`src/rtl/cctl_pkg.sv`:
```
package cctl_pkg;

  localparam int ROM_SLOTS = 64;
  localparam int IDX_W     = 6;
  localparam int CT_W      = 18;
  localparam int BR_W      = 17;
  localparam int LVL_W     = 16;
  localparam int KELV_W    = 13;
  localparam int WT_W      = 8;
  localparam int DEN_W     = 17;
  localparam int Q_W       = 17;
  localparam int W_W       = 17;
  localparam int BLEND_W   = 24;
  localparam int SB_W      = BLEND_W + BR_W;
  localparam int P_W       = SB_W + LVL_W;
  localparam int Z_W       = 25;
  localparam int QE_W      = 18;

  localparam logic [BR_W-1:0]  BR_FULL   = 17'h10000;
  localparam logic [W_W-1:0]   W_ONE     = 17'h10000;
  localparam logic [LVL_W-1:0] LVL_RESET = 16'hFFFF;

  localparam logic [KELV_W-1:0] CCT_ROM [ROM_SLOTS] = '{
    13'd6050, 13'd5892, 13'd5745, 13'd5620, 13'd5505, 13'd5393, 13'd5307, 13'd5220,
    13'd5136, 13'd5063, 13'd4992, 13'd4922, 13'd4892, 13'd4839, 13'd4827, 13'd4795,
    13'd4762, 13'd4728, 13'd4693, 13'd4656, 13'd4615, 13'd4574, 13'd4528, 13'd4482,
    13'd4436, 13'd4385, 13'd4320, 13'd4272, 13'd4210, 13'd4144, 13'd4075, 13'd3999,
    13'd3915, 13'd3830, 13'd3735, 13'd3630, 13'd3520, 13'd3394, 13'd3260, 13'd3165,
    13'd3165, 13'd3165, 13'd3165, 13'd3165, 13'd3165, 13'd3165, 13'd3165, 13'd3165,
    13'd3165, 13'd3165, 13'd3165, 13'd3165, 13'd3165, 13'd3165, 13'd3165, 13'd3165,
    13'd3165, 13'd3165, 13'd3165, 13'd3165, 13'd3165, 13'd3165, 13'd3165, 13'd3165
  };

  localparam logic [WT_W-1:0] WARM_ROM [ROM_SLOTS] = '{
    8'd0,   8'd20,  8'd40,  8'd60,  8'd80,  8'd100, 8'd120, 8'd140,
    8'd160, 8'd180, 8'd200, 8'd220, 8'd240, 8'd255, 8'd255, 8'd255,
    8'd255, 8'd255, 8'd255, 8'd255, 8'd255, 8'd255, 8'd255, 8'd255,
    8'd255, 8'd255, 8'd255, 8'd255, 8'd255, 8'd255, 8'd255, 8'd255,
    8'd255, 8'd255, 8'd255, 8'd255, 8'd255, 8'd255, 8'd255, 8'd255,
    8'd255, 8'd255, 8'd255, 8'd255, 8'd255, 8'd255, 8'd255, 8'd255,
    8'd255, 8'd255, 8'd255, 8'd255, 8'd255, 8'd255, 8'd255, 8'd255,
    8'd255, 8'd255, 8'd255, 8'd255, 8'd255, 8'd255, 8'd255, 8'd255
  };

  localparam logic [WT_W-1:0] COOL_ROM [ROM_SLOTS] = '{
    8'd255, 8'd255, 8'd255, 8'd255, 8'd255, 8'd255, 8'd255, 8'd255,
    8'd255, 8'd255, 8'd255, 8'd255, 8'd255, 8'd255, 8'd250, 8'd240,
    8'd230, 8'd220, 8'd210, 8'd200, 8'd190, 8'd180, 8'd170, 8'd160,
    8'd150, 8'd140, 8'd130, 8'd120, 8'd110, 8'd100, 8'd90,  8'd80,
    8'd70,  8'd60,  8'd50,  8'd40,  8'd30,  8'd20,  8'd10,  8'd0,
    8'd0,   8'd0,   8'd0,   8'd0,   8'd0,   8'd0,   8'd0,   8'd0,
    8'd0,   8'd0,   8'd0,   8'd0,   8'd0,   8'd0,   8'd0,   8'd0,
    8'd0,   8'd0,   8'd0,   8'd0,   8'd0,   8'd0,   8'd0,   8'd0
  };

  typedef struct packed {
    logic [DEN_W-1:0] r;
    logic [DEN_W-1:0] den;
    logic [WT_W-1:0]  wlo;
    logic [WT_W-1:0]  whi;
    logic [WT_W-1:0]  clo;
    logic [WT_W-1:0]  chi;
    logic [BR_W-1:0]  b;
  } seg_t;

  typedef struct packed {
    logic [Q_W-1:0]  q;
    logic [WT_W-1:0] wlo;
    logic [WT_W-1:0] whi;
    logic [WT_W-1:0] clo;
    logic [WT_W-1:0] chi;
    logic [BR_W-1:0] b;
  } frac_t;

  typedef struct packed {
    logic [LVL_W-1:0] warm;
    logic [LVL_W-1:0] cool;
  } levels_t;

endpackage

```
`src/rtl/cctl_div.sv`:
```
module cctl_div (
  input  logic            clk_i,
  input  logic            rst_ni,
  input  logic            valid_i,
  output logic            ready_o,
  input  cctl_pkg::seg_t  data_i,
  output logic            valid_o,
  input  logic            ready_i,
  output cctl_pkg::frac_t data_o
);

  localparam int K = cctl_pkg::Q_W;

  logic [K-1:0]               v_q;
  logic [K-1:0]               en;
  cctl_pkg::seg_t             s_q [K];
  logic [cctl_pkg::Q_W-1:0]   q_q [K];

  always_comb begin
    en[K-1] = !v_q[K-1] || ready_i;
    for (int k = K - 2; k >= 0; k--) begin
      en[k] = !v_q[k] || en[k+1];
    end
  end

  assign ready_o = en[0];
  assign valid_o = v_q[K-1];

  always_comb begin
    data_o.q   = q_q[K-1];
    data_o.wlo = s_q[K-1].wlo;
    data_o.whi = s_q[K-1].whi;
    data_o.clo = s_q[K-1].clo;
    data_o.chi = s_q[K-1].chi;
    data_o.b   = s_q[K-1].b;
  end

  // One quotient bit per stage; the remainder always stays below the divisor.
  for (genvar k = 0; k < K; k++) begin : g_stage
    cctl_pkg::seg_t           s_in, s_d;
    logic [cctl_pkg::Q_W-1:0] q_in, q_d;
    logic                     v_in;

    if (k == 0) begin : g_first
      assign s_in = data_i;
      assign q_in = '0;
      assign v_in = valid_i;
    end else begin : g_next
      assign s_in = s_q[k-1];
      assign q_in = q_q[k-1];
      assign v_in = v_q[k-1];
    end

    always_comb begin
      logic [cctl_pkg::DEN_W:0] r2, sub;
      logic                     ge;
      r2  = {s_in.r, 1'b0};
      sub = r2 - {1'b0, s_in.den};
      ge  = r2 >= {1'b0, s_in.den};
      s_d   = s_in;
      s_d.r = ge ? sub[cctl_pkg::DEN_W-1:0] : r2[cctl_pkg::DEN_W-1:0];
      q_d   = {q_in[cctl_pkg::Q_W-2:0], ge};
    end

    always_ff @(posedge clk_i or negedge rst_ni) begin
      if (!rst_ni) begin
        v_q[k] <= 1'b0;
      end else if (en[k]) begin
        v_q[k] <= v_in;
      end
    end

    always_ff @(posedge clk_i) begin
      if (en[k]) begin
        s_q[k] <= s_d;
        q_q[k] <= q_d;
      end
    end
  end

endmodule

```
`config.mk`:
```
export PLATFORM = sky130hd
export DESIGN_NAME = cctl_div
export DESIGN_NICKNAME = d
export VERILOG_FILES = /design/src/rtl/cctl_pkg.sv /design/src/rtl/cctl_div.sv
export SDC_FILE = /design/constraint.sdc
export NUM_CORES = 2
export LEC_CHECK = 0
export ABC_AREA = 1
export BUFFER_PORTS_ARGS = -buffer_cell sky130_fd_sc_hd__buf_2
export CAP_MARGIN = 25
export CORE_ASPECT_RATIO = 2
export CORE_MARGIN = 4
export CORE_UTILIZATION = 50
export DETAILED_ROUTE_END_ITERATION = 8
export PLACE_DENSITY = 0.66
export SETUP_SLACK_MARGIN = 0.3
export SLEW_MARGIN = 30
export SYNTH_ARGS = -nofsm -noshare
export SYNTH_HDL_FRONTEND = slang
export SYNTH_SLANG_ARGS = --single-unit
```
`constraint.sdc`:
```
create_clock -name clk_i -period 14.6 [get_ports clk_i]
set_clock_uncertainty 0.1 [all_clocks]
set_input_delay 2.19 -clock clk_i [delete_from_list [all_inputs] [get_ports clk_i]]
set_output_delay 2.19 -clock clk_i [all_outputs]
set_load 0.01 [all_outputs]
```
---- After elaboration in Yosys (flattened, before gate mapping) ----
Memories as Yosys holds them, arrays and structs flattened.
Cells that the tools add are included.
operators by class
  $lt $le $gt $ge ......................... 17
  bitwise logic cells ..................... 0
  shifts and indexed selects .............. 0
  reduce and logical (&&, ||, !) cells .... 34
  equality and inequality tests ........... 0
  div/mod/pow operators ................... 0
  multiply operators ...................... 0
  add/subtract/negate cells ............... 17
  multiplexer cells ....................... 51
operators by type and width
  operator            number
  $ge A18 B17 Y1      17
  $mux W17            17
  $sub A17 B17 Y17    17
  $mux W1             34
  $logic_not A1 Y1    17
  $logic_or A1 B1 Y1  17
storage, ports and cells
  bits in latches ......................... 0
  memories ................................ 2
  input bits .............................. 87
  bits in writable memories ............... 1,700
  bits in read-only memories .............. 0
  register bits ........................... 17
memories
  name  words  bits a word  read ports  clocked after memory_dff  write ports  RTL line        source
  s_q   17     83           17          0                         17           cctl_div.sv:16  cctl_pkg::seg_t s_q [K];
  q_q   17     17           17          0                         17           cctl_div.sv:17  logic [cctl_pkg::Q_W-1:0] q_q [K];

---- Logic depth before layout (Yosys ltp) ----
  depth in word-level cells ............... 20
  mapped depth ............................ 13
  mapped depth without buffers ............ 13

---- Least setup slack after synthesis ----
No wires, ideal clock.
  path type ............................... input -> output
  start ................................... in ready_i
  end ..................................... out ready_o
  path buffers ............................ 0
  setup slack ............................. 1.844 ns
  stages .................................. 10
  data required time ...................... 12.310 ns
  data arrival time ....................... 10.466 ns
  cells stage by stage .................... inv_1 -> nand3_2 -> nor2_2 -> nand4_2 -> nor2_4 -> nand4_4 -> nor2_4 -> nand4_4 -> nor2_4 -> nand3_2
between the ends
  word-level cells in the longest chain between the ends .. 17
ends and longest elaborated chain
  element                           RTL line        source
  start: declaration                cctl_div.sv:8   input logic ready_i,
  $logic_or A1 B1 Y1                cctl_div.sv:20  en[K-1] = !v_q[K-1] || ready_i;
  $logic_or A1 B1 Y1                cctl_div.sv:22  en[k] = !v_q[k] || en[k+1];
  via en[15]                        cctl_div.sv:15  logic [K-1:0] en;
  $logic_or A1 B1 Y1 (4 in series)  cctl_div.sv:22
  via en[11]                        cctl_div.sv:15
  $logic_or A1 B1 Y1 (4 in series)  cctl_div.sv:22
  via en[7]                         cctl_div.sv:15
  $logic_or A1 B1 Y1 (4 in series)  cctl_div.sv:22
  via en[3]                         cctl_div.sv:15
  $logic_or A1 B1 Y1 (3 in series)  cctl_div.sv:22
  end: declaration                  cctl_div.sv:5   output logic ready_o,
The timed path passes the listed nets, and every way through them passes these cells.

---- Final worst setup path ----
Ends and elaborated chain as after synthesis.

==> flow_summary.yaml <==
outcome:
  status: "completed"
critical_path:
  timing.critical_path.required_ns: 12.31
  timing.critical_path.from_type: "input port"
  worstPathMaxFanout: 45
  timing.critical_path.to_type: "output port"
  worst-r2r-cell-count: 10
  ff2ff_setup_slack_ns: 9.06
  startpoint_to_endpoint_class_of_the_critical_path: "in -> out"
  worstReg2RegEnd: "s_q[0][77]$_DFFE_PP_"
  cp_data_arrival_time_ns: 6.80
  regToRegStartpoint: "valid_o$_DFFE_PN0P_"
power_and_ir_drop:
  pwr-share-comb_pct: 34.0
  power.leakage_nw: 28.5
  power.share.sequential_pct: 45.4
  switching_share_pct: 35.4
  vdd_ir_drop_max_mv: 0.124
  p_clk_share_pct: 20.6
  switchingPower_mw: 5.95
  power_density_nw_per_um2: 236
  internal-power_mw: 10.9
clock_network:
  cts_inserted_buffers: 133
  clk_latency_ns: 0.75
  cts_resized: 0
  tritoncts_num_sinks: 1547
  cts.hold.buffers_added: 0
  htree_num_levels: 4
  clk_path_buf_depth: 3
  cts_tree: "built"
  postCtsSetupBuffers: 0
  clock_root_cell: "sky130_fd_sc_hd__clkbuf_16"
  path_clk_slew_ns: 0.06
global_routing:
  via_count_of_the_first_global_routing_pass: 36800
  grtUsageTotal_pct: 18.9
  globalRouteOverflowTotal: 0
  grt_max_degree: 69
  grt_first_pass_wirelength_um: 191000
  antenna_found_initial: 1
floorplanning:
  die_x_um: 261
  floorplan.core_area_um2: 127000
  die_height_um: 515
  initial_standard_cell_utilization_of_the_core_pct: 50.4
  design.die.area_um2: 134000
  io_pins: 155
  std_cell_rows: 185
synthesis:
  synth.yosys.warnings: 0
  synth.yosys.seq_area_share_pct: 72.3
  synthDominantCellAreaShare_pct: 71.6
  postSynth.topFlopCell: "sky130_fd_sc_hd__edfxtp_1"
  synth_edf_count: 1530
  postSynthNetCount: 5054
  synth.ff_latch_count: 1547
  synth.cell_area_um2: 64200
  netlist_top_cells_area: "sky130_fd_sc_hd__edfxtp_1 (72%), sky130_fd_sc_hd__ha_1 (5.6%), sky130_fd_sc_hd__nand2_1 (3.4%)"
  yosysUniqueCellTypes: 43
  synthDominantAreaCellType: "sky130_fd_sc_hd__edfxtp_1"
  synth_async_sr_flop_share_pct: 1.10
  netlist_instances: 4663
  post_synth.cell_area_avg_um2: 13.8
hold_path:
  holdPathStages: 0
  min-delay-path-class: "reg -> reg"
  hold_end: "s_q[6][29]$_DFFE_PP_"
  worst_min_path_start: "s_q[5][29]$_DFFE_PP_"
layout:
  synthToLayoutAreaGrowth_pct: 11.1
  finish.net_count: 5317
  fraction_of_layout_cells_with_a_size_suffix_above_1_pct: 9.14
  stdcell_area_um2: 71300
  final_cell_count_no_fill: 6707
sta:
  slew_margin_rel_pct: 41.3
  unrepaired_setup_endpoints_after_global_routing: "no"
  period_needed_ns: 9.09
  maxClockFrequency_ghz: 0.110
  post_route_fraction_of_the_period_consumed_by_the_critical_path_pct: 62.3
  worst_slew_pin_slew_ns: 0.881
  setup_viol: 0
  hold_violations: 0
  final_max_slew_viol_count: 0
  post-route-worst-setup-slack_ns: 5.51
  setup-tns-final_ns: 0
drt:
  detailedRoute.firstIterationViolations: 1457
  num_vias: 34500
  finalWirelength_um: 125000
  ant_nets: 0
  drt-pass1-iter-count: 5
  drcViolationCount: 0
  vias_per_inst: 5.14
  wl_per_cell_um: 18.7
placed_design:
  placed_cell_area_um2: 67000
  port-buffer-count: 154
  place.detailed.hpwl_um: 99300
  placed_cells_incl_taps: 6474
  pre_cts_ws_ns: 5.26
  final_gp_congestion: 0.954
run:
  max_cap_violations: 0
area by class of cell:
cell class	instances	area (µm²)
Inverter	573	2160
Clock inverter	73	766
Fill cell	10300	56000
Antenna cell	1	2.50
Timing Repair Buffer	176	936
Tap cell	1683	2110
Clock buffer	159	3510
Multi-Input combinational cell	2495	15400
Sequential cell	1547	46400
flip-flops by register name, indices dropped and copies added, names as in the netlist:
register,count
s_q,1377
g_stage.v_in,16
q_q,153
valid_o,1
logic make-up (layout without fill, tap and decap cells):
logic type,count (synthesis),in the layout,share of synthesized area (%)
DFF,1547,1547,72.3
and+or+nand+nor,1247,1247,8.34
AOI/OAI and AO/OA,716,716,6.38
buffers and inverters,621,981,3.79
adders and majority gates,304,304,6.11
xor gates and xnor gates,228,228,3.11
other,0,1,0
cell usage in the layout (no fill, tap or decap), drive strengths merged, types with 124 or more instances in the layout:
cell type	n
ha	288
a21oi	441
clkbuf	159
edfxtp	1530
nand2	589
o21ai	124
inv	573
nor2	388
nand3	145
buf	176
metal layers:
layer / GRT usage, % / share of wire [%] / vias to the layer above
li1: - / - / 17100
met3: 2.90 / 2.8 / 436
met1: 12.6 / 25 / 16300
met5: 0 / 0 / -
met4: 16.5 / 11 / 0
met2: 40.5 / 61 / 646
cells in the mapped netlist (17+ instances only):
cell type / instances
sky130_fd_sc_hd__o21bai_1: 32
sky130_fd_sc_hd__a31oi_1: 28
sky130_fd_sc_hd__nor3_1: 23
sky130_fd_sc_hd__o21ai_1: 26
sky130_fd_sc_hd__nor2_1: 377
sky130_fd_sc_hd__nand4_1: 62
sky130_fd_sc_hd__inv_1: 572
sky130_fd_sc_hd__xnor2_1: 116
sky130_fd_sc_hd__a21oi_1: 430
sky130_fd_sc_hd__buf_2: 40
sky130_fd_sc_hd__a21o_1: 19
sky130_fd_sc_hd__o21a_1: 20
sky130_fd_sc_hd__ha_1: 288
sky130_fd_sc_hd__o21ai_0: 89
sky130_fd_sc_hd__nand2_1: 589
sky130_fd_sc_hd__xor2_1: 112
sky130_fd_sc_hd__dfrtp_1: 17
sky130_fd_sc_hd__edfxtp_1: 1530
sky130_fd_sc_hd__nand3_1: 132
per-stage QoR:
| stage | util, % | hold slack, ns | total power [mW] |
|---|---|---|---|
| 6_report | 56.0 | 0.302 | 16.8 |
| 5_1_grt | 56.0 | 0.312 | 17.9 |
| 4_1_cts | 56.0 | 0.298 | 17.0 |
| 3_5_place_dp | 52.6 | 0.305 | 13.5 |
| 3_3_place_gp | 52.6 | 0.301 | 13.3 |
| 2_1_floorplan | - | 0.300 | 11.6 |
worst max-delay path, cell delays in order:
cell and delay (ns):
sky130_fd_sc_hd__buf_2 0.10, sky130_fd_sc_hd__inv_1 0.14, sky130_fd_sc_hd__nand3_4 0.45, sky130_fd_sc_hd__nor2_2 0.42, sky130_fd_sc_hd__nand4_4 0.61, sky130_fd_sc_hd__nor2_4 0.44
sky130_fd_sc_hd__nand4_4 0.47, sky130_fd_sc_hd__nor2_4 0.30, sky130_fd_sc_hd__nand4_4 0.50, sky130_fd_sc_hd__nor2_4 0.38, sky130_fd_sc_hd__nand3_4 0.44, sky130_fd_sc_hd__buf_2 0.31
how the worst max path moves through the flow:
stage,from,end,cells after the start
6_report,ready_i,ready_o,12
5_1_grt,ready_i,ready_o,12
4_1_cts,ready_i,ready_o,12
3_5_place_dp,ready_i,ready_o,12
3_3_place_gp,ready_i,ready_o,12
2_1_floorplan,ready_i,ready_o,10
power groups by stage:
stage | sequential [mW] | clock, mW | combinational [mW]
2_1_floorplan | 7.40 | 0 | 4.24
3_3_place_gp | 7.68 | 0 | 5.63
3_5_place_dp | 7.74 | 0 | 5.74
4_1_cts | 7.65 | 3.56 | 5.76
5_1_grt | 7.75 | 3.75 | 6.38
6_report | 7.63 | 3.46 | 5.72
Note: power is estimated with default switching activity, not from simulation.
