`src/rtl/cctl_pkg.sv`:
```
package cctl_pkg;

  localparam int ROM_SLOTS = 64;
  localparam int IDX_W     = 6;
  localparam int CT_W      = 18;
  localparam int BR_W      = 17;
  localparam int LVL_W     = 16;
  localparam int KELV_W    = 13;
  localparam int WT_W      = 8;
  localparam int DEN_W     = 17;
  localparam int Q_W       = 17;
  localparam int W_W       = 17;
  localparam int BLEND_W   = 24;
  localparam int SB_W      = BLEND_W + BR_W;
  localparam int P_W       = SB_W + LVL_W;
  localparam int Z_W       = 25;
  localparam int QE_W      = 18;

  localparam logic [BR_W-1:0]  BR_FULL   = 17'h10000;
  localparam logic [W_W-1:0]   W_ONE     = 17'h10000;
  localparam logic [LVL_W-1:0] LVL_RESET = 16'hFFFF;

  localparam logic [KELV_W-1:0] CCT_ROM [ROM_SLOTS] = '{
    13'd6050, 13'd5892, 13'd5745, 13'd5620, 13'd5505, 13'd5393, 13'd5307, 13'd5220,
    13'd5136, 13'd5063, 13'd4992, 13'd4922, 13'd4892, 13'd4839, 13'd4827, 13'd4795,
    13'd4762, 13'd4728, 13'd4693, 13'd4656, 13'd4615, 13'd4574, 13'd4528, 13'd4482,
    13'd4436, 13'd4385, 13'd4320, 13'd4272, 13'd4210, 13'd4144, 13'd4075, 13'd3999,
    13'd3915, 13'd3830, 13'd3735, 13'd3630, 13'd3520, 13'd3394, 13'd3260, 13'd3165,
    13'd3165, 13'd3165, 13'd3165, 13'd3165, 13'd3165, 13'd3165, 13'd3165, 13'd3165,
    13'd3165, 13'd3165, 13'd3165, 13'd3165, 13'd3165, 13'd3165, 13'd3165, 13'd3165,
    13'd3165, 13'd3165, 13'd3165, 13'd3165, 13'd3165, 13'd3165, 13'd3165, 13'd3165
  };

  localparam logic [WT_W-1:0] WARM_ROM [ROM_SLOTS] = '{
    8'd0,   8'd20,  8'd40,  8'd60,  8'd80,  8'd100, 8'd120, 8'd140,
    8'd160, 8'd180, 8'd200, 8'd220, 8'd240, 8'd255, 8'd255, 8'd255,
    8'd255, 8'd255, 8'd255, 8'd255, 8'd255, 8'd255, 8'd255, 8'd255,
    8'd255, 8'd255, 8'd255, 8'd255, 8'd255, 8'd255, 8'd255, 8'd255,
    8'd255, 8'd255, 8'd255, 8'd255, 8'd255, 8'd255, 8'd255, 8'd255,
    8'd255, 8'd255, 8'd255, 8'd255, 8'd255, 8'd255, 8'd255, 8'd255,
    8'd255, 8'd255, 8'd255, 8'd255, 8'd255, 8'd255, 8'd255, 8'd255,
    8'd255, 8'd255, 8'd255, 8'd255, 8'd255, 8'd255, 8'd255, 8'd255
  };

  localparam logic [WT_W-1:0] COOL_ROM [ROM_SLOTS] = '{
    8'd255, 8'd255, 8'd255, 8'd255, 8'd255, 8'd255, 8'd255, 8'd255,
    8'd255, 8'd255, 8'd255, 8'd255, 8'd255, 8'd255, 8'd250, 8'd240,
    8'd230, 8'd220, 8'd210, 8'd200, 8'd190, 8'd180, 8'd170, 8'd160,
    8'd150, 8'd140, 8'd130, 8'd120, 8'd110, 8'd100, 8'd90,  8'd80,
    8'd70,  8'd60,  8'd50,  8'd40,  8'd30,  8'd20,  8'd10,  8'd0,
    8'd0,   8'd0,   8'd0,   8'd0,   8'd0,   8'd0,   8'd0,   8'd0,
    8'd0,   8'd0,   8'd0,   8'd0,   8'd0,   8'd0,   8'd0,   8'd0,
    8'd0,   8'd0,   8'd0,   8'd0,   8'd0,   8'd0,   8'd0,   8'd0
  };

  typedef struct packed {
    logic [DEN_W-1:0] r;
    logic [DEN_W-1:0] den;
    logic [WT_W-1:0]  wlo;
    logic [WT_W-1:0]  whi;
    logic [WT_W-1:0]  clo;
    logic [WT_W-1:0]  chi;
    logic [BR_W-1:0]  b;
  } seg_t;

  typedef struct packed {
    logic [Q_W-1:0]  q;
    logic [WT_W-1:0] wlo;
    logic [WT_W-1:0] whi;
    logic [WT_W-1:0] clo;
    logic [WT_W-1:0] chi;
    logic [BR_W-1:0] b;
  } frac_t;

  typedef struct packed {
    logic [LVL_W-1:0] warm;
    logic [LVL_W-1:0] cool;
  } levels_t;

endpackage

```
`src/rtl/cctl_seg.sv`:
```
module cctl_seg #(
  parameter int TABLE_ENTRIES = 40
) (
  input  logic                       clk_i,
  input  logic                       rst_ni,
  input  logic                       valid_i,
  output logic                       ready_o,
  input  logic [cctl_pkg::CT_W-1:0]  color_temp_i,
  input  logic [cctl_pkg::BR_W-1:0]  brightness_i,
  output logic                       valid_o,
  input  logic                       ready_i,
  output cctl_pkg::seg_t             data_o
);

  localparam int N = (TABLE_ENTRIES < 2) ? 2 :
                     ((TABLE_ENTRIES > cctl_pkg::ROM_SLOTS) ? cctl_pkg::ROM_SLOTS : TABLE_ENTRIES);
  localparam logic [cctl_pkg::IDX_W-1:0] LAST = cctl_pkg::IDX_W'(N - 1);
  localparam logic [cctl_pkg::CT_W-1:0] CT_LOW  = {1'b0, cctl_pkg::CCT_ROM[N-1], 4'b0};
  localparam logic [cctl_pkg::CT_W-1:0] CT_HIGH = {1'b0, cctl_pkg::CCT_ROM[0], 4'b0};

  logic [1:0] v_q;
  logic [1:0] en;

  logic [cctl_pkg::CT_W-1:0]  ct_q;
  logic [cctl_pkg::IDX_W-1:0] lo_q, hi_q, lo_d, hi_d;
  logic                       mid_q, mid_d;
  logic [cctl_pkg::BR_W-1:0]  b_q, b_d;
  cctl_pkg::seg_t             seg_q, seg_d;

  assign en[1]   = !v_q[1] || ready_i;
  assign en[0]   = !v_q[0] || en[1];
  assign ready_o = en[0];
  assign valid_o = v_q[1];
  assign data_o  = seg_q;

  // Segment search: the first entry at or below the temperature wins.
  always_comb begin
    lo_d = LAST;
    for (int i = cctl_pkg::ROM_SLOTS - 1; i >= 1; i--) begin
      if (i < N && {1'b0, cctl_pkg::CCT_ROM[i], 4'b0} <= color_temp_i) begin
        lo_d = cctl_pkg::IDX_W'(i);
      end
    end
    hi_d  = lo_d - cctl_pkg::IDX_W'(1);
    mid_d = 1'b1;
    if (color_temp_i <= CT_LOW) begin
      lo_d  = LAST;
      hi_d  = LAST;
      mid_d = 1'b0;
    end else if (color_temp_i >= CT_HIGH) begin
      lo_d  = '0;
      hi_d  = '0;
      mid_d = 1'b0;
    end
    b_d = (brightness_i > cctl_pkg::BR_FULL) ? cctl_pkg::BR_FULL : brightness_i;
  end

  // Outside the table the divider sees a zero numerator, so the fraction is zero.
  always_comb begin
    logic [cctl_pkg::KELV_W-1:0] kl, kh;
    logic [cctl_pkg::CT_W-1:0]   diff;
    kl   = cctl_pkg::CCT_ROM[lo_q];
    kh   = cctl_pkg::CCT_ROM[hi_q];
    diff = ct_q - {1'b0, kl, 4'b0};
    seg_d.wlo = cctl_pkg::WARM_ROM[lo_q];
    seg_d.whi = cctl_pkg::WARM_ROM[hi_q];
    seg_d.clo = cctl_pkg::COOL_ROM[lo_q];
    seg_d.chi = cctl_pkg::COOL_ROM[hi_q];
    seg_d.b   = b_q;
    if (mid_q) begin
      seg_d.r   = diff[cctl_pkg::DEN_W-1:0];
      seg_d.den = {kh - kl, 4'b0};
    end else begin
      seg_d.r   = '0;
      seg_d.den = cctl_pkg::DEN_W'(1);
    end
  end

  always_ff @(posedge clk_i or negedge rst_ni) begin
    if (!rst_ni) begin
      v_q <= '0;
    end else begin
      if (en[0]) v_q[0] <= valid_i;
      if (en[1]) v_q[1] <= v_q[0];
    end
  end

  always_ff @(posedge clk_i) begin
    if (en[0]) begin
      ct_q  <= color_temp_i;
      lo_q  <= lo_d;
      hi_q  <= hi_d;
      mid_q <= mid_d;
      b_q   <= b_d;
    end
    if (en[1]) seg_q <= seg_d;
  end

endmodule

```
`config.mk`:
```
export PLATFORM = sky130hd
export DESIGN_NAME = cctl_seg
export DESIGN_NICKNAME = d
export VERILOG_FILES = /design/src/rtl/cctl_pkg.sv /design/src/rtl/cctl_seg.sv
export SDC_FILE = /design/constraint.sdc
export NUM_CORES = 1
export LEC_CHECK = 0
export BUFFER_PORTS_ARGS = -buffer_cell sky130_fd_sc_hd__buf_2
export CAP_MARGIN = 20
export CORE_MARGIN = 8
export CORE_UTILIZATION = 60
export DETAILED_ROUTE_END_ITERATION = 6
export PLACE_DENSITY = 0.92
export SYNTH_ARGS = -nofsm -noshare
export SYNTH_HDL_FRONTEND = slang
export SYNTH_SLANG_ARGS = --single-unit
```
`constraint.sdc`:
```
create_clock -name clk_i -period 12.25 [get_ports clk_i]
set_input_delay 2.45 -clock clk_i [delete_from_list [all_inputs] [get_ports clk_i]]
set_output_delay 2.45 -clock clk_i [all_outputs]
set_load 0.02 [all_outputs]
```
Word level (Yosys, flattened, before mapping)
Memories as Yosys holds them, arrays and structs flattened. A register that Yosys moved wholly into a read port is not among the register bits. Cells that the tools add are included.

Add/sub/neg operators: 3. $lt $le $gt $ge: 43. Multiplexer cells: 46. Bitwise logic cells: 2. Reductions and logical operators: 5.

Operator list (count): <= comparator 17 x 18 -> 1 bit (first input constant) (29); two-way mux 6 bit (33); <= comparator 16 x 18 -> 1 bit (first input constant) (9); two-way mux 13 bit (4); >= comparator 18 x 17 -> 1 bit (second input constant) (1); <= comparator 18 x 16 -> 1 bit (second input constant) (1); greater-than comparator 17 bit (second input constant) (1); subtractor 17 bit (1); >= comparator 7 bit (second input constant) (2); inverter 6 -> 7 bit (2); subtractor 13 bit (1); two-way mux 3 bit (4); subtractor 6 x 1 -> 6 bit (second input constant) (1); two-way mux 2 bit (2); two-way mux 1 bit (3); logical NOT 1 bit (2); logical OR 1 bit (2); OR reduction 2 bit (1).

Register bits: 100. ROM bits: 3712. Bits of input ports: 39. Output and inout port bits: 85. Memories: 6.

Memory list: (name not given) (words 64, bits a word 13, rd ports 1, clocked after Yosys merged registers in 0, wr ports 0, line cctl_seg.sv:63) `kh = cctl_pkg::CCT_ROM[hi_q];`; (name not given) (words 64, bits a word 13, rd ports 1, clocked after Yosys merged registers in 0, wr ports 0, line cctl_seg.sv:62) `kl = cctl_pkg::CCT_ROM[lo_q];`; (name not given) (words 64, bits a word 8, rd ports 1, clocked after Yosys merged registers in 1, wr ports 0, line cctl_seg.sv:66) `seg_d.whi = cctl_pkg::WARM_ROM[hi_q];`; (name not given) (words 64, bits a word 8, rd ports 1, clocked after Yosys merged registers in 1, wr ports 0, line cctl_seg.sv:65) `seg_d.wlo = cctl_pkg::WARM_ROM[lo_q];`; (name not given) (words 64, bits a word 8, rd ports 1, clocked after Yosys merged registers in 1, wr ports 0, line cctl_seg.sv:68) `seg_d.chi = cctl_pkg::COOL_ROM[hi_q];`; (name not given) (words 64, bits a word 8, rd ports 1, clocked after Yosys merged registers in 1, wr ports 0, line cctl_seg.sv:67) `seg_d.clo = cctl_pkg::COOL_ROM[lo_q];`.

Logic depth before layout (Yosys ltp)
Gate-level depths: netlist of run 1.

Depth after elaboration: 41. Mapped depth: 21. Gate-level depth less buffers: 20.

Least setup slack after synthesis of run 1
No wires, ideal clock.

Path type: input to output. Start point: input port ready_i. End point: output port ready_o. Arrival: 3730 ps. Required time: 9800 ps. Setup slack: 6070 ps. Stages: 1. Buffers on the path: 0. Cell sequence: nand3b_1.

Longest elaborated chain between the ends: 2.

Ends and longest elaborated chain: start, declared (line cctl_seg.sv:11) `input logic ready_i,`; logical OR 1 bit (line cctl_seg.sv:30) `assign en[1] = !v_q[1] || ready_i;`; logical OR 1 bit (line cctl_seg.sv:31) `assign en[0] = !v_q[0] || en[1];`; end, declared (line cctl_seg.sv:7) `output logic ready_o,`.

Every way passes these cells.

Final worst setup path of run 1
Start point: input port color_temp_i[12] in the netlist's numbering. End point: register hi_q[4] in the netlist's numbering (data pin).

Longest elaborated chain between the ends: 40. Elaborated cells on any way between the ends: 80. Classes of those cells: add/sub: 1; order compare: 40; mux: 38; reduce/logical: 1.

Ends and longest elaborated chain: start, declared (line cctl_seg.sv:8) `input logic [cctl_pkg::CT_W-1:0] color_temp_i,`; <= comparator 16 x 18 -> 1 bit (line cctl_seg.sv:40) `if (i < N && {1'b0, cctl_pkg::CCT_ROM[i], 4'b0} <= color_temp_i) begin`; two-way mux 1 bit (line cctl_seg.sv:40); two-way mux 2 bit (2 in series) (line cctl_seg.sv:40); two-way mux 3 bit (4 in series) (line cctl_seg.sv:40); two-way mux 6 bit (31 in series) (line cctl_seg.sv:40); subtractor 6 x 1 -> 6 bit (line cctl_seg.sv:44) `hi_d = lo_d - cctl_pkg::IDX_W'(1);`; end signal, assigned (line cctl_seg.sv:92) `hi_q <= hi_d;`; end, declared (line cctl_seg.sv:25) `logic [cctl_pkg::IDX_W-1:0] lo_q, hi_q, lo_d, hi_d;`.

Parallel ways exist; a longest one is shown, timed or not. A chain may end at the register's enable or synchronous reset.

==> results of run 1 <==
## sequential cells by signal, indices dropped and copies added (netlist names)
signal / count
v_q: 2
hi_q: 6
mid_q: 1
data_o: 78
lo_q: 6
ct_q: 17
b_q: 17
## report_power, final
group | switching (W) | internal (W) | total (W)
clock network | 0.000191 | 0.000299 | 0.000489
logic | 0.000394 | 0.000225 | 0.000619
registers | 0.0000320 | 0.000560 | 0.000592
total | 0.000617 | 0.00108 | 0.00170
## final cells by class
class | instances | share of cell area (%)
flip-flops and latches | 127 | 37.4
inverters | 39 | 1.44
well taps | 184 | 2.26
multi-input cells | 752 | 46.8
clock inverters | 14 | 1.40
repair buffers | 128 | 6.50
clock buffers | 18 | 4.22
## metrics by stage
stage                     instances  util (%)  power (W)  hold slack [ps]
final                          1262      69.7    0.00170              416
after detailed placement       1230      65.8    0.00120              405
after floorplan                 992         -    0.00104              400
after CTS                      1262      69.7    0.00169              416
after global placement         1230      65.8    0.00118              401
after global routing           1262      69.7    0.00179              417
## per-layer routing
metal  global-route usage [%]  up-vias
met1                     33.9     3805
met2                     41.7      588
met5                        0        -
met4                     12.5        0
li1                         -     3843
met3                     5.79      110
## worst max-delay path, cell delays in order
cell,delay (ps)
buf_2,400
nor4b_1,780
a31oi_1,230
a2111oi_1,430
a221o_1,180
o211ai_1,90
a41o_1,280
a21boi_1,210
ha_1,210
nor3b_1,240
xnor2_1,160
nor3_1,60
## Yosys cell counts (all sizes together), types with 18 or more instances
| library cell | instances | area share, % |
|---|---|---|
| edfxtp | 125 | 42 |
| nor2 | 93 | 3.9 |
| nand2 | 89 | 3.7 |
| a21oi | 86 | 4.8 |
| o21ai | 78 | 4.3 |
| clkbuf | 53 | 2.2 |
| ha | 49 | 6.8 |
| inv | 39 | 1.6 |
| nor3 | 32 | 1.8 |
| nor2b | 30 | 2.1 |
| nand3 | 25 | 1.4 |
| buf | 21 | 1.1 |
| a31oi | 20 | 1.4 |
| nand2b | 18 | 1.3 |
| xnor2 | 18 | 1.8 |
## cell usage in the layout (no fill, tap or decap), drive strengths merged, types with 10 or more instances in the layout
cell | netlist | routed
a211oi | 13 | 13
a21oi | 86 | 86
a31oi | 20 | 20
and2 | 15 | 15
and3 | 10 | 10
buf | 21 | 128
clkbuf | 53 | 18
edfxtp | 125 | 125
ha | 49 | 49
inv | 39 | 41
nand2 | 89 | 89
nand2b | 18 | 18
nand3 | 25 | 25
nor2 | 93 | 93
nor2b | 30 | 30
nor3 | 32 | 32
nor4 | 11 | 11
o211ai | 15 | 15
o21ai | 78 | 78
o22ai | 11 | 11
xnor2 | 18 | 18
## how the worst max path moves through the flow
stage,start,to,slack [ps]
after floorplan,ready_i,ready_o,6070
after global placement,color_temp_i[12],hi_q[4]$_SDFFCE_PP0P_,6430
after detailed placement,color_temp_i[12],hi_q[4]$_SDFFCE_PP0P_,6360
after CTS,color_temp_i[12],hi_q[4]$_SDFFCE_PP0P_,6790
after global routing,color_temp_i[12],hi_q[4]$_SDFFCE_PP0P_,6430
final,color_temp_i[12],hi_q[4]$_SDFFCE_PP0P_,6680
## kinds of logic after synthesis
kind of cell	Yosys count	synth area share (%)
compound gates	310	22.0
xor+xnor	23	2.24
fa+ha+maj	51	7.26
buf+inv	113	4.98
flops	127	42.3
mux	8	1.46
other cells	1	0.0417
simple gates	357	19.8
==> key figures, run 1 <==
Clock network
  • Clock Tree Root: clkbuf_16
  • CTS Buf Count: 17
  • Postcts setup bufs: 0
  • TritonCTS clock tree: built
  • Reg clk slew, reported paths: 60 ps
  • Post-CTS Resized: 0
  • Hold buffer count at cts: 0
  • Depth of the CTS H-tree: 4
  • CTS sink cnt: 127
  • Clk_lat worst skew: 410 ps
  • Maximum clock insertion buffer count: 2

Route
  • Post-route DRC: 0
  • Routed vias/inst: 6.61
  • Wire length on met1: 10100 µm
  • Routed wire per std cell: 20.7 µm
  • DRT iter0 DRCs: 1476
  • DR WL met2: 11900 µm
  • ANT nets after route: 0
  • Top routing layer used: met4
  • Detail Route met3 WL: 2760 µm
  • Vias: 8346
  • TritonRoute pass-1 iters: 7
  • Final wirelength: 26100 µm

Synth
  • Post-synth EDFFs: 125
  • Ys flop type: edfxtp_1
  • Mapped Area: 8990 µm²
  • Syn Inst Count: 990
  • Seq/Total Area, Yosys: 42.3%
  • Yosys cell types: 81
  • Register bit total from synthesis: 127
  • Mean Syn Cell Area: 9.08 µm²
  • Async SR Flop Fraction: 1.57%
  • Yosys Warn Count: 0

Timing
  • Setup violators final: 0
  • Hold Vio Cnt, Final: 0
  • Achievable Freq: 0.179 GHz
  • Fin crit period: 5570 ps
  • Worst slew margin: 29.1%
  • Period utilization: 45.5%
  • Final TNS setup: 0 ps
  • RSZ-0062 raised after global routing: no
  • Least-Margin Pin Slew: 1060 ps
  • Final Skew: 7.96 ps
  • Final worst setup slack: 6680 ps
  • Max-slew violations: 0

Min path
  • HP Class: reg2reg
  • Hold worst-path end: data_o[14]$_DFFE_PP_
  • Hold Path Depth: 0
  • HP Start: b_q[14]$_SDFFCE_PN0P_

Die
  • Core area: 14600 µm²
  • Initial Utilization: 61.6%
  • Die Wd: 138 µm
  • Die outline area: 19200 µm²
  • Row count: 44
  • Top Ports: 124
  • Die H: 138 µm

Setup path
  • CP endpoint kind: flip-flop
  • Worst Path Max Fanout: 27
  • Critical Path Source Type: input port
  • Register-to-Register Path Depth: 16
  • R2R setup slack: 7420 ps
  • Crit Path Category: in2reg
  • Worst EP arrival: 5720 ps
  • Worst EP required: 12400 ps
  • Worst r2r src: lo_q[1]$_SDFFCE_PP1P_
  • RR Endpoint: data_o[82]$_SDFFCE_PN0P_

Pwr
  • Pwr Density: 167 nW/µm²
  • Peak supply drop: 91.2 µV
  • Leak: 3.95 nW

Run
  • Max-cap violations: 0

Placed design
  • Place WS: 6360 ps
  • Final GP Congestion: 0.995
  • Placed cell area: 9600 µm²
  • IO Port Bufs: 120
  • Post-detail-place hpwl: 18300 µm

Final layout
  • Nets: 1155
  • Footprint of the multi-input gates: 4760 µm²
  • FF/Latch Area: 3800 µm²
  • Area delta synth->final: 13.1%
  • Fin area: 10200 µm²
  • FILL cells: 1038
  • Layout cells sized above 1: 16.1%
  • # diodes: 0

Run status
  • Status: finished, final reports clean

GRT
  • Remaining Overflow, GRT: 0
  • Global-route wire length before repair: 41500 µm
  • Vias in the first global route: 7713
  • Initial antenna violation count: 0
  • Global Route Usage Sum: 26.4%
  • Largest net degree at the start of global routing: 80
(Power assumes the default switching activity.)
==> run 2, diff against run 1 <==
--- a/config.mk
+++ b/config.mk
@@ -5,12 +5,13 @@
 export SDC_FILE = /design/constraint.sdc
 export NUM_CORES = 1
 export LEC_CHECK = 0
+export ABC_AREA = 1
 export BUFFER_PORTS_ARGS = -buffer_cell sky130_fd_sc_hd__buf_2
 export CAP_MARGIN = 20
 export CORE_MARGIN = 8
-export CORE_UTILIZATION = 60
+export CORE_UTILIZATION = 53
 export DETAILED_ROUTE_END_ITERATION = 6
-export PLACE_DENSITY = 0.92
+export PLACE_DENSITY = 0.87
 export SYNTH_ARGS = -nofsm -noshare
 export SYNTH_HDL_FRONTEND = slang
 export SYNTH_SLANG_ARGS = --single-unit
==> constraint.sdc (replaced) <==
create_clock -name clk_i -period 4.6 [get_ports clk_i]
set_input_delay 0.92 -clock clk_i [delete_from_list [all_inputs] [get_ports clk_i]]
set_output_delay 0.92 -clock clk_i [all_outputs]
set_load 0.02 [all_outputs]
==> key figures, run 2 <==
Timing
  • Hold Vio Cnt, Final: 0 (unchanged)
  • Final Skew: 8.78 ps (+0.820 ps)
  • Achievable Freq: 0.222 GHz
  • Final TNS setup: 0 ps (unchanged)
  • Worst slew margin: 37.7% (+8.7 points)
  • Setup violators final: 0 (unchanged)
  • Least-Margin Pin Slew: 924 ps (-140 ps)
  • Period utilization: 97.9%
  • Max-slew violations: 0 (unchanged)
  • Fin crit period: 4500 ps
  • Tightest hold margin: 268 ps (-148 ps)

GRT
  • Largest net degree at the start of global routing: 49 (-39%)
  • Remaining Overflow, GRT: 0 (unchanged)
  • Global-route wire length before repair: 41200 µm (-0.88%)
  • Initial antenna violation count: 0 (unchanged)
  • Global Route Usage Sum: 26.1% (-0.30 points)
  • Vias in the first global route: 7846 (+1.7%)

Route
  • DR WL met2: 12700 µm (+6.3%)
  • ANT nets after route: 0 (unchanged)
  • TritonRoute pass-1 iters: 6 (-1)
  • Detail Route met3 WL: 2480 µm (-10%)
  • Wire length on met1: 9900 µm (-2.4%)
  • Vias: 8200 (-1.7%)
  • Final wirelength: 26500 µm (+1.3%)
  • Post-route DRC: 0 (unchanged)
  • Top routing layer used: met4
  • DRT iter0 DRCs: 933 (-37%)
  • Routed vias/inst: 5.78 (-13%)
  • Routed wire per std cell: 18.6 µm (-9.9%)

Synth
  • Seq/Total Area, Yosys: 45.1% (+2.8 points)
  • Syn Inst Count: 1029 (+3.9%)
  • Mean Syn Cell Area: 8.19 µm² (-9.9%)
  • Register bit total from synthesis: 127 (unchanged)
  • Yosys cell types: 51 (-37%)
  • Top cell type by total area after synthesis: edfxtp_1
  • Post-synth EDFFs: 125 (unchanged)
  • Async SR Flop Fraction: 1.57% (unchanged)
  • Area share of the largest cell type after synthesis: 44.5% (+2.8 points)
  • Cells taking the most area after synthesis: edfxtp_1 (45%), nand2_1 (8.2%), ha_1 (7.3%), inv_1 (6.1%), nor2_1 (6.1%)
  • Ys flop type: edfxtp_1
  • Yosys Warn Count: 0 (unchanged)
  • Mapped Area: 8430 µm² (-6.3%)
  • Top-count cell post-synth: nand2_1
  • Post-synth top cells: nand2_1 (183), inv_1 (138), nor2_1 (138), edfxtp_1 (125), o21ai_0 (89)

Clock network
  • CTS Buf Count: 17 (unchanged)
  • Clk_lat worst skew: 420 ps (about the same)
  • Depth of the CTS H-tree: 4 (unchanged)
  • CTS sink cnt: 127 (unchanged)
  • Reg clk slew, reported paths: 60 ps (about the same)
  • Clock Tree Root: clkbuf_16
  • Maximum clock insertion buffer count: 2 (unchanged)
  • TritonCTS clock tree: built

Setup path
  • Register-to-Register Path Depth: 29 (+13)
  • CP endpoint kind: flip-flop
  • RR Endpoint: data_o[65]$_SDFFCE_PN0P_
  • Top Family by Delay on Critical Path: compound AO/OA/AOI/OAI gates
  • Worst r2r src: hi_q[2]$_SDFFCE_PP1P_
  • Slowest-stage cell, CP: edfxtp_1
  • Crit path from: hi_q[2]$_SDFFCE_PP1P_
  • Worst Path Max Fanout: 9 (-67%)
  • Crit path depth: 29 (+17)
  • Critical Path End: data_o[65]$_SDFFCE_PN0P_
  • Critical path's largest stage delay: 500 ps (-280 ps)
  • Bufs and invs on worst path: 6 (+5)
  • R2R setup slack: 100 ps (-7320 ps)
  • Worst EP arrival: 4670 ps (-1050 ps)
  • Crit Path Category: reg2reg
  • Critical Path Source Type: flip-flop
  • Critical Path Most Common Cell: nor2_1
  • Worst EP required: 4770 ps (-7630 ps)

Final layout
  • Commonest cells after routing, fill and taps aside: nand2_1 (182), nor2_1 (137), inv_1 (136)
  • # diodes: 0 (unchanged)
  • Area delta synth->final: 21.2%
  • Nets: 1280 (+11%)
  • Layout cells sized above 1: 21.7% (+5.6 points)
  • Fin util: 65.0% (-4.7 points)
  • Commonest non-fill, non-tap cell in the layout: nand2_1
  • Max reg flops: 78 (unchanged)

Pwr
  • Peak supply drop: 272 µV (+200%)
  • Pwr Density: 436 nW/µm² (+160%)
  • PnR Total Power: 0.00445 W (+160%)
  • Leak: 4.68 nW (+19%)

Die
  • Top Ports: 124 (unchanged)
  • Core area: 15700 µm² (+7.7%)
  • Row count: 46 (+4.5%)
  • Die outline area: 20200 µm² (+5.4%)
  • Die Wd: 142 µm (+2.6%)
  • Die H: 142 µm (+2.6%)
  • Initial Utilization: 53.6% (-8.0 points)

Run
  • Max-cap violations: 0 (unchanged)

Placed design
  • IO Port Bufs: 120 (unchanged)
  • Post-detail-place hpwl: 20200 µm (+11%)
  • Final GP Congestion: 0.993 (-0.22%)

Min path
  • HP Class: in2async

Run status
  • Status: finished, final reports clean
-- run 2: changes by cell type in the layout (fill, tap and decap cells not counted), moves of 17 or more --
cell	delta
nand2_1	+93
a21oi_1	-29
inv_1	+97
nor2_1	+44
buf_4	+50
nor3_1	-18
nor2b_1	-30
nand2b_1	-17
-- run 2: worst min path at each step --
stage	start	to	slack, ps	cells after the start
global route	rst_ni	v_q[0]$_DFFE_PN0P_	260	1
finish	rst_ni	v_q[1]$_DFFE_PN0P_	270	1
CTS	rst_ni	v_q[1]$_DFFE_PN0P_	260	1
floorplan	b_q[0]$_SDFFCE_PN0P_	data_o[0]$_DFFE_PP_	400	0
global placement	b_q[7]$_SDFFCE_PN0P_	data_o[7]$_DFFE_PP_	400	0
detailed placement	b_q[10]$_SDFFCE_PN0P_	data_o[10]$_DFFE_PP_	400	0
-- run 2: timing repair --
item	CTS	global route
hold buffers	0	0
setup buffers	0	3
setup endpoints to repair	0	2
gates resized for setup	0	15
-- run 2: layout make-up --
type,count,area (µm²)
Clock inverter,15,173
Inverter,153,574
Clock buffer,17,425
Multi-Input combinational cell,713,3930
Tap cell,216,270
Sequential cell,127,3800
Fill cell,1297,5500
Timing Repair Buffer,178,1040
-- run 2: per-layer routing --
layer	GRT usage (%)	up-vias
met1	31.0	3706
met4	14.7	0
met5	0	-
met2	44.2	539
li1	-	3850
met3	4.56	105
-- run 2: cell families after synthesis --
| group | Yosys count | share of synthesized area [%] |
|---|---|---|
| fa+ha+maj | 51 | 7.75 |
| other cells | 1 | 0.0445 |
| xor+xnor | 4 | 0.416 |
| compound gates | 244 | 17.4 |
| buf+inv | 191 | 8.91 |
| simple gates | 411 | 20.3 |
| flops | 127 | 45.1 |
-- run 2: per-stage QoR --
stage | setup slack [ps] | instance area, µm² | std cells
global placement | 292 | 9550 | 1383
detailed placement | 195 | 9550 | 1383
floorplan | 648 | 8430 | 1031
finish | 97.0 | 10200 | 1419
global route | -143 | 10200 | 1419
CTS | 149 | 10100 | 1415
-- run 2: where the power goes --
group	switching [W]	internal, W
logic	0.00104	0.000514
clock network	0.000550	0.000815
registers	0.0000561	0.00148
==> run 3, diff against run 2 <==
--- a/config.mk
+++ b/config.mk
@@ -11,7 +11,7 @@
 export CORE_MARGIN = 8
 export CORE_UTILIZATION = 53
 export DETAILED_ROUTE_END_ITERATION = 6
-export PLACE_DENSITY = 0.87
+export PLACE_DENSITY = 0.78
 export SYNTH_ARGS = -nofsm -noshare
 export SYNTH_HDL_FRONTEND = slang
 export SYNTH_SLANG_ARGS = --single-unit
==> key figures, run 3 (synthesized netlist as in run 2, its figures left out) <==
Run status
  • Status: finished, final reports clean

Clock network
  • TritonCTS clock tree: built
  • Reg clk slew, reported paths: 70 ps (about the same)
  • Clk_lat worst skew: 430 ps (about the same)
  • Clock Tree Root: clkbuf_16
  • CTS sink cnt: 127 (unchanged)
  • Depth of the CTS H-tree: 4 (unchanged)
  • CTS Buf Count: 17 (unchanged)
  • Maximum clock insertion buffer count: 2 (unchanged)
  • Hold buffer count at cts: 0 (unchanged)

Setup path
  • Worst EP arrival: 4460 ps (-210 ps)
  • Slowest-stage cell, CP: edfxtp_1
  • Crit Path Category: reg2reg
  • Worst Path Max Fanout: 10 (+1)
  • CP endpoint kind: flip-flop
  • Register-to-Register Path Depth: 28 (-3.4%)
  • Critical Path Source Type: flip-flop
  • R2R setup slack: 300 ps (+210 ps)
  • Worst EP required: 4760 ps (about the same)
  • Critical path's largest stage delay: 560 ps (+60 ps)
  • Critical Path Most Common Cell: nor2_1

Timing
  • Setup violators final: 0 (unchanged)
  • Final worst setup slack: 304 ps (+207 ps)
  • Fin crit period: 4300 ps (-207 ps)
  • RSZ-0062 raised after global routing: yes
  • Final Skew: 18.2 ps (+9.46 ps)
  • Least-Margin Pin Slew: 858 ps (-66.5 ps)
  • Achievable Freq: 0.233 GHz (+4.8%)
  • Period utilization: 93.4% (-4.5 points)
  • Hold Vio Cnt, Final: 0 (unchanged)
  • Worst slew margin: 42.8% (+5.1 points)
  • Max-slew violations: 0 (unchanged)

Min path
  • HP Class: in2async

Final layout
  • Commonest cells after routing, fill and taps aside: nand2_1 (182), nor2_1 (136), inv_1 (135)
  • Area delta synth->final: 22.4%
  • Max reg flops: 78 (unchanged)
  • Nets: 1288 (+0.63%)
  • # diodes: 0 (unchanged)
  • Layout cells sized above 1: 22.4% (+0.68 points)
  • Commonest non-fill, non-tap cell in the layout: nand2_1

Pwr
  • Switch Pwr: 0.00170 W (+3.7%)
  • Peak supply drop: 291 µV (+7.1%)
  • Leak: 4.72 nW (+0.82%)
  • Gate power share: 34.9% (about the same)
  • Seq pwr share: 34.7% (+0.2 points)
  • Clock power frac: 30.4% (-0.3 points)
  • Pwr Density: 432 nW/µm² (-0.78%)
  • Int Pwr: 0.00276 W (-1.9%)
  • Switching part of the total: 38.2% (+1.3 points)
  • PnR Total Power: 0.00446 W (+0.17%)

Run
  • Max-cap violations: 0 (unchanged)

GRT
  • Vias in the first global route: 7672 (-2.2%)
  • Initial antenna violation count: 0 (unchanged)
  • Largest net degree at the start of global routing: 64 (+31%)
  • Remaining Overflow, GRT: 0 (unchanged)
  • Global Route Usage Sum: 26.0% (-0.13 points)
  • Global-route wire length before repair: 41000 µm (-0.40%)

Die
  • Row count: 46 (unchanged)
  • Die outline area: 20200 µm² (unchanged)
  • Die Wd: 142 µm (unchanged)
  • Die H: 142 µm (unchanged)
  • Core area: 15700 µm² (unchanged)
  • Initial Utilization: 53.6% (unchanged)
  • Top Ports: 124 (unchanged)

Route
  • Routed wire per std cell: 18.3 µm (-1.7%)
  • DRT iter0 DRCs: 920 (-1.4%)
  • TritonRoute pass-1 iters: 6 (unchanged)
  • Vias: 8106 (-1.1%)
  • Routed vias/inst: 5.68 (-1.7%)
  • ANT nets after route: 0 (unchanged)
  • Post-route DRC: 0 (unchanged)
  • Final wirelength: 26200 µm (-1.2%)

Placed design
  • IO Port Bufs: 120 (unchanged)
  • Place WS: 199 ps (+4.35 ps)
  • Final GP Congestion: 1.09 (+9.9%)
  • Post-detail-place hpwl: 19900 µm (-1.7%)
## run 3: cell types whose count changed in the layout (fill, tap and decap cells not counted), moves of 2 or more
cell	before	now
bufinv_16	2	0
clkinv_4	2	0
buf_4	58	65
inv_8	2	6
inv_6	6	2
nor2_2	11	13
clkinv_8	0	6
## run 3: final timing paths
kind / to / start
max in group asynchronous: v_q[0]$_DFFE_PN0P_ / rst_ni
min reg2reg: data_o[1]$_DFFE_PP_ / b_q[1]$_SDFFCE_PN0P_
max: data_o[65]$_SDFFCE_PN0P_ / hi_q[4]$_SDFFCE_PP0P_
min: v_q[1]$_DFFE_PN0P_ / rst_ni
min in group clk_i: data_o[1]$_DFFE_PP_ / b_q[1]$_SDFFCE_PN0P_
max reg2reg: data_o[65]$_SDFFCE_PN0P_ / hi_q[4]$_SDFFCE_PP0P_
## run 3: repair_timing
| action | CTS | global route |
|---|---|---|
| resized for setup | 0 | 18 |
| endpoints found under the setup margin | 0 | 4 |
| hold endpoints to repair | 0 | 0 |
| setup buffers | 0 | 9 |
## run 3: cell type report
cell class | instances | area, µm²
Fill cell | 1326 | 5400
Timing Repair Buffer | 186 | 1100
Sequential cell | 127 | 3800
Tap cell | 216 | 270
Clock buffer | 17 | 425
Multi-Input combinational cell | 713 | 3940
Clock inverter | 15 | 190
Inverter | 153 | 584
## run 3: critical path, delay by kind of cell, from the launching register on
family	cells	cell delay, ps
simple gates	11	980
flops	1	560
fa+ha+maj	2	570
buf+inv	5	470
compound gates	10	1470
## run 3: power groups by stage
stage	sequential, W	clock [W]	combinational, W
after floorplan	0.00171	0	0.000841
after global placement	0.00156	0	0.00147
after detailed placement	0.00157	0	0.00149
after CTS	0.00154	0.00137	0.00150
after global routing	0.00156	0.00141	0.00172
final	0.00155	0.00136	0.00156
## run 3: through the flow
step                hold slack, ps  cell area (µm²)  utilization, %  setup TNS (ps)  instances
CTS                            247            10200            64.8               0       1417
finish                         256            10300            65.6               0       1427
global route                   246            10300            65.6            -125       1427
global placement               401             9560            60.9               0       1385
detailed placement             405             9560            60.9               0       1385
floorplan                      400             8430               -               0       1031
## run 3: per-layer routing
layer	vias to the layer above	GRT usage [%]	share of wire [%]
met3	85	5.60	8.1
met1	3716	31.5	39
met2	445	42.9	48
met5	-	0	0
met4	0	13.3	4.6
li1	3860	-	-
